<file path="config.mk">
export PLATFORM = sky130hd
export DESIGN_NAME = bgbd_out_fifo
export DESIGN_NICKNAME = d
export VERILOG_FILES = /design/src/hw/rtl/bgbd_pkg.sv /design/src/hw/rtl/bgbd_out_fifo.sv
export SDC_FILE = /design/constraint.sdc
export NUM_CORES = 1
export LEC_CHECK = 0
export BUFFER_PORTS_ARGS = -buffer_cell sky130_fd_sc_hd__buf_4
export CORE_ASPECT_RATIO = 0.6
export CORE_UTILIZATION = 60
export CTS_CLUSTER_SIZE = 16
export DETAILED_ROUTE_END_ITERATION = 7
export GPL_TIMING_DRIVEN = 0
export PLACE_DENSITY = 0.8
export SLEW_MARGIN = 15
export SYNTH_ARGS = -nofsm -noshare
export SYNTH_HDL_FRONTEND = slang
export SYNTH_SLANG_ARGS = --single-unit
</file>
<file path="constraint.sdc">
create_clock -name clk -period 6.5 [get_ports clk]
set_input_delay 0.325 -clock clk [delete_from_list [all_inputs] [get_ports clk]]
set_output_delay 0.325 -clock clk [all_outputs]
set_load 0.01 [all_outputs]
</file>
<file path="src/hw/rtl/bgbd_pkg.sv">
// Types, constants and pixel math shared by the demosaic unit.
package bgbd_pkg;

    localparam int CFG_INDEX_W = 2;
    localparam int CFG_DATA_W  = 16;
    localparam int PAIR_W      = 16;
    localparam int FIFO_DEPTH  = 8;
    localparam int FIFO_AW     = 3;

    localparam logic [CFG_INDEX_W-1:0] REG_FRAME_WIDTH   = 2'd0;
    localparam logic [CFG_INDEX_W-1:0] REG_FRAME_HEIGHT  = 2'd1;
    localparam logic [CFG_INDEX_W-1:0] REG_CHANNEL_ORDER = 2'd2;

    typedef enum logic [1:0] {
        ROW_FIRST,
        ROW_ODD,
        ROW_EVEN,
        ROW_LAST
    } row_kind_t;

    typedef logic [2:0][2:0][7:0] window_t;

    typedef struct packed {
        logic [7:0] bl;
        logic [7:0] gr;
        logic [7:0] rd;
    } rgb_t;

    typedef struct packed {
        logic       eof;
        logic       eol;
        logic [7:0] last_ch;
        logic [7:0] mid_ch;
        logic [7:0] first_ch;
    } out_item_t;

    typedef struct packed {
        logic      flush;
        logic      emit_a;
        logic      emit_b;
        row_kind_t kind;
        logic      a_first;
        logic      a_last;
        logic      a_odd;
        logic      a_eol;
        logic      a_eof;
        logic      load_pre;
    } stage_ctl_t;

    function automatic logic [7:0] avg2(input logic [7:0] x, input logic [7:0] y);
        logic [8:0] s;
        s = {1'b0, x} + {1'b0, y};
        return s[8:1];
    endfunction

    function automatic logic [7:0] avg3(input logic [7:0] x, input logic [7:0] y,
                                        input logic [7:0] z);
        logic [9:0]  s;
        logic [19:0] p;
        s = {2'b0, x} + {2'b0, y} + {2'b0, z};
        p = {10'd0, s} * 20'd683;
        return p[18:11];
    endfunction

    function automatic logic [7:0] avg4(input logic [7:0] x, input logic [7:0] y,
                                        input logic [7:0] z, input logic [7:0] u);
        logic [9:0] s;
        s = {2'b0, x} + {2'b0, y} + {2'b0, z} + {2'b0, u};
        return s[9:2];
    endfunction

    function automatic window_t shift_win(input window_t w, input logic [7:0] t,
                                          input logic [7:0] m, input logic [7:0] b);
        window_t n;
        n = w;
        for (int i = 0; i < 3; i++) begin
            n[i][0] = w[i][1];
            n[i][1] = w[i][2];
        end
        n[0][2] = t;
        n[1][2] = m;
        n[2][2] = b;
        return n;
    endfunction

    function automatic rgb_t demosaic(input window_t w, input row_kind_t k,
                                      input logic first, input logic last,
                                      input logic odd);
        logic [7:0] al, a, ar, l, s, r, bbl, b, bbr;
        rgb_t o;
        al = w[0][0]; a = w[0][1]; ar = w[0][2];
        l  = w[1][0]; s = w[1][1]; r  = w[1][2];
        bbl = w[2][0]; b = w[2][1]; bbr = w[2][2];
        o = '0;
        case (k)
            ROW_FIRST: begin
                if (first)     o = '{b, s, r};
                else if (last) o = '{bbl, avg2(l, b), s};
                else if (odd)  o = '{avg2(bbl, bbr), avg3(l, r, b), s};
                else           o = '{b, s, avg2(l, r)};
            end
            ROW_ODD: begin
                if (first)     o = '{s, avg3(a, r, b), avg2(ar, bbr)};
                else if (last) o = '{l, s, avg2(a, b)};
                else if (odd)  o = '{avg2(l, r), s, avg2(a, b)};
                else           o = '{s, avg4(a, b, l, r), avg4(al, ar, bbl, bbr)};
            end
            ROW_EVEN: begin
                if (first)     o = '{avg2(a, b), s, r};
                else if (last) o = '{avg2(bbl, al), avg3(a, b, l), s};
                else if (odd)  o = '{avg4(al, ar, bbl, bbr), avg4(a, b, l, r), s};
                else           o = '{avg2(a, b), s, avg2(l, r)};
            end
            default: begin
                if (first)     o = '{s, avg2(a, r), ar};
                else if (last) o = '{l, s, a};
                else if (odd)  o = '{avg2(l, r), s, a};
                else           o = '{s, avg3(a, l, r), avg2(al, ar)};
            end
        endcase
        return o;
    endfunction

endpackage

</file>
<file path="src/hw/rtl/bgbd_out_fifo.sv">
// Output queue taking up to two items per cycle.
module bgbd_out_fifo (
    input  logic                  clk,
    input  logic                  rst_n,
    input  logic [1:0]            push_n,
    input  bgbd_pkg::out_item_t   push0,
    input  bgbd_pkg::out_item_t   push1,
    input  logic                  pop,
    output bgbd_pkg::out_item_t   head,
    output logic                  not_empty,
    output logic                  room
);
    import bgbd_pkg::*;

    out_item_t              entries [FIFO_DEPTH];
    logic [FIFO_AW-1:0]     wp_reg, rp_reg;
    logic [FIFO_AW:0]       count_reg;
    logic [FIFO_AW-1:0]     wp1;

    assign wp1       = wp_reg + 1'b1;
    assign head      = entries[rp_reg];
    assign not_empty = (count_reg != '0);
    assign room      = (count_reg <= (FIFO_AW + 1)'(FIFO_DEPTH - 4));

    always_ff @(posedge clk)
    begin
        if (push_n != 2'd0)
        begin
            entries[wp_reg] <= push0;
        end
        if (push_n == 2'd2)
        begin
            entries[wp1] <= push1;
        end
    end

    always_ff @(posedge clk or negedge rst_n)
    begin
        if (!rst_n)
        begin
            wp_reg    <= '0;
            rp_reg    <= '0;
            count_reg <= '0;
        end
        else
        begin
            wp_reg    <= wp_reg + FIFO_AW'(push_n);
            rp_reg    <= rp_reg + FIFO_AW'(pop);
            count_reg <= count_reg + (FIFO_AW + 1)'(push_n) - (FIFO_AW + 1)'(pop);
        end
    end

endmodule

</file>
# Word level (Yosys, flattened, before mapping)
# Memories as Yosys holds them, arrays and structs flattened.
# Cells that the tools add are included.
[classes] add_sub_neg=5 order_cmp=1 n_eq_ne=1 mux=4 reduce_logical=2
[op_table] cell="$add A4 B2 Y4" n=1
[op_table] cell="$le A4 B3 Y1 const B" n=1
[op_table] cell="$mux W1" n=4
[op_table] cell="$reduce_bool A4 Y1" n=1
[op_table] cell="$sub A4 B1 Y4" n=1
[op_table] cell="$add A3 B1 Y3" n=1
[op_table] cell="$add A3 B1 Y3 const B" n=1
[op_table] cell="$add A3 B2 Y3" n=1
[op_table] cell="$eq A2 B2 Y1 const B" n=1
[op_table] cell="$reduce_bool A2 Y1" n=1
[word_totals] reg_bits=10 mem_bits_rw=208 inputBits=57 out_inout_bits=28 wordCells=17 n_memories=1
[mem_list] memory="entries" depth=8 width=26 read_ports=1 rd_clocked_by_memory_dff=0 write_ports=2 line_no="bgbd_out_fifo.sv:15" text="out_item_t entries [FIFO_DEPTH];"

# Longest topological paths before layout
[logic_depth] depth_word=3 ltp_mapped=7 mapped_depth_nobuf=7

# Least setup slack after synthesis
# No wires, ideal clock.
[synth_timing] path_kind="register to register" from="register wp_reg[0]" to="memory entries[0][0] in the netlist's numbering (enable)" setup_time_ns=0.449 arrival_time_ns=2.645 required_ns=6.051 path_slack_ns=3.406 path_stages_with_launch=3 path_buffers=0 synth_period_minus_slack_ns=3.094 cell_sequence="dfrtp_1 o21bai_1 o31ai_1"
[synth_lines] item="start, declared" line_no="bgbd_out_fifo.sv:16" text="logic [FIFO_AW-1:0] wp_reg, rp_reg;"
[synth_lines] item="start signal, assigned" line_no="bgbd_out_fifo.sv:47" text="wp_reg <= wp_reg + FIFO_AW'(push_n);"
[synth_lines] item="end, declared" line_no="bgbd_out_fifo.sv:15"

==> run metrics <==
sequential share of the synthesized area 58.8%; post-synth cell types 34; Clk pwr share 20.0%; die footprint 19000 um^2; # DRC 0; drt wl/cell 26.3 um; CORE AREA 18100 um^2; # fillers 1142; critical path class flop to output pin; Async S/R FF share, synth 4.59%; final-report hold violation count 0; largest net degree at the start of global routing 16; initial antenna violation count 0; Ports 85; multi-input logic area 4390 um^2; Yosys reg bits 218; r2r startpoint wp_reg[0]; Arr. time, crit path 2.90 ns; effective utilization at floorplan 61.2%; Via Count 6185; root buf cell clkbuf_16; commonest non-fill, non-tap cell in the layout mux2_2; GP Congestion 0.774; Synth Flop Type edfxtp_1; CTS buffer count 22; Slew HR 36.4%; CTS tree done; post-synthesis xor/xnor area fraction 0.815%; worst hold path startpoint pop; Crit Reg-Reg Endpoint entries[2][19]; f_max 0.310 GHz; LEAKAGE 4.56 nW; min cycle time layout 3.23 ns; worst slew pin tran 0.954 ns; clk_lat worst skew 0.50 ns; RSZ-0062 raised after global routing no; post-synthesis mux area share 34.5%; max reg flops 208; hold path endpoint rp_reg[0]; nets@finish 789; port bufs 84; DR pass1 iterations 5; global-route wire length before repair 38800 um; gr usage total 28.2%; register area 6500 um^2; row count 38; Clk pin slew, worst setup/hold paths 0.06 ns; CP max FO 10; H-tree Lvls 1; mean post-synth cell area 18.4 um^2; EDFF count, synth 208; vias per cell 6.34; Int Pwr 3.94 mW; critical path launch point type flop; Setup TNS 0 ns; Routed Antenna Nets 0; Seq pwr share 37.2%; Resized Gates After CTS 0; status finished, final reports clean; Net Sw Power 1.92 mW; Syn. warnings 0; setup violators final 0; Layout Skew 0.00802 ns; hold_ws 0.0852 ns; CP startpoint rp_reg[2]; Req. time, crit path 6.17 ns; share of post-route cells with drive strength above 1 61.9%; reg2reg setup slack 3.70 ns; most frequent cells in the layout 230 x mux2_2, 208 x edfxtp_1, 94 x buf_4; Die X-Extent 177 um; post-synthesis compound-gate area fraction 0.702%; CTS Sinks 218; largest family of logic cells by synthesized area multiplexers; adder-cell share of the synthesized area 1.61%; Power Dens Cells 452 nW/um^2; HPWL after detailed placement 17100 um; simple-gate share of the synthesized area 1.17%; final WL 25600 um; grt total ovfl 0; maxcap violations 0; Tcrit/Tclk final 49.7%; Worst R2R Path Depth 5; hold path depth 2; clk buf depth 3; Area Growth Syn to Fin 17.4%; Peak VDD IR 0.262 mV; ANT cells 0; Mapped Nets 670; vias in the first global route 6597; Switching Share 32.8%; Post-Synthesis Cells 600; DRT iter0 DRCs 604; worst min path class primary input to flop; Mapped Area 11100 um^2; Final Max Tran Viols 0; chip height 107 um; Gate power share 42.8%; CP endpoint kind output pin
[routing by layer]
| metal | share of wire [%] | wire length [um] | track usage (%) |
|---|---|---|---|
| met5 | 0 | 0 | 0 |
| met4 | 2.2 | 574 | 7.57 |
| met3 | 7.0 | 1800 | 4.61 |
| met2 | 48 | 12200 | 45.5 |
| met1 | 43 | 11000 | 40.0 |
[worst max path at each step]
stage	end	slack [ns]	depth (start not counted)
after floorplan	entries[0][0]	3.41	2
after global placement	entries[0][12]	1.58	2
after detailed placement	entries[2][9]	3.78	5
after CTS	head[20]	3.30	5
after global routing	head[20]	3.21	5
final	head[20]	3.27	5
[layout make-up]
class | count | share of cell area, %
multi-input combinational | 336 | 33.8
clock buffer | 26 | 4.52
buffer | 32 | 1.64
tap | 240 | 2.31
inverter | 14 | 0.405
timing repair buffer | 95 | 6.67
clock inverter | 14 | 0.550
sequential | 218 | 50.1
[worst max-delay path: stages (launching register included)]
cell and delay [ns]:
dfrtp_1 0.32, clkbuf_1 0.42, clkbuf_1 0.77, mux4_2 0.41
mux2_2 0.31, buf_4 0.15
[metrics by stage]
| stage | worst slack [ns] | power, mW | utilization [%] | cell area (um^2) | instances |
|---|---|---|---|---|---|
| after detailed placement | 3.78 | 4.71 | 68.1 | 12300 | 934 |
| after CTS | 3.30 | 5.89 | 71.8 | 13000 | 975 |
| after global routing | 3.21 | 6.12 | 71.8 | 13000 | 975 |
| after global placement | 1.58 | 4.47 | 66.3 | 12000 | 924 |
| after floorplan | 3.41 | 3.70 | - | 11100 | 600 |
| final | 3.27 | 5.86 | 71.8 | 13000 | 975 |
[synthesized netlist by cell type (2+ instances only)]
cell type  count  area share [%]
fa_1           2            0.36
xor2_1         2            0.16
mux4_2        52              11
clkbuf_1       9            0.31
mux2_2       230              23
nand2_2        6            0.34
dfrtp_1       10             2.3
buf_4         10            0.68
edfxtp_1     208              57
nand2_1        4            0.14
o21ai_0        6            0.27
buf_6          5            0.51
xnor2_1        2            0.16
o22ai_1        2            0.11
and4bb_2       2            0.23
o31ai_1        2            0.14
ha_1          11             1.2
inv_1         14            0.48
mux2_4         3            0.41
buf_2          6            0.27
[cells by family (layout without fill, tap and decap cells)]
logic type / after synthesis / in the layout
xor gates and xnor gates: 6 / 6
buffers and inverters: 46 / 181
adders and majority gates: 13 / 13
AOI/OAI and AO/OA: 13 / 13
DFF: 218 / 218
muxes: 286 / 286
and+or+nand+nor: 18 / 18
[power groups by stage]
stage	Sequential [mW]	Combinational (mW)	Clock, mW
2_1_floorplan	2.18	1.51	0
3_3_place_gp	2.23	2.24	0
3_5_place_dp	2.21	2.50	0
4_1_cts	2.18	2.53	1.18
5_1_grt	2.21	2.67	1.24
6_report	2.18	2.51	1.17
[what timing repair did]
item                                   in CTS  in global routing
hold buffers                                1                  0
setup buffers                               0                  0
endpoints found under the hold margin      10                  0
Power figures use the tool's default switching activity.
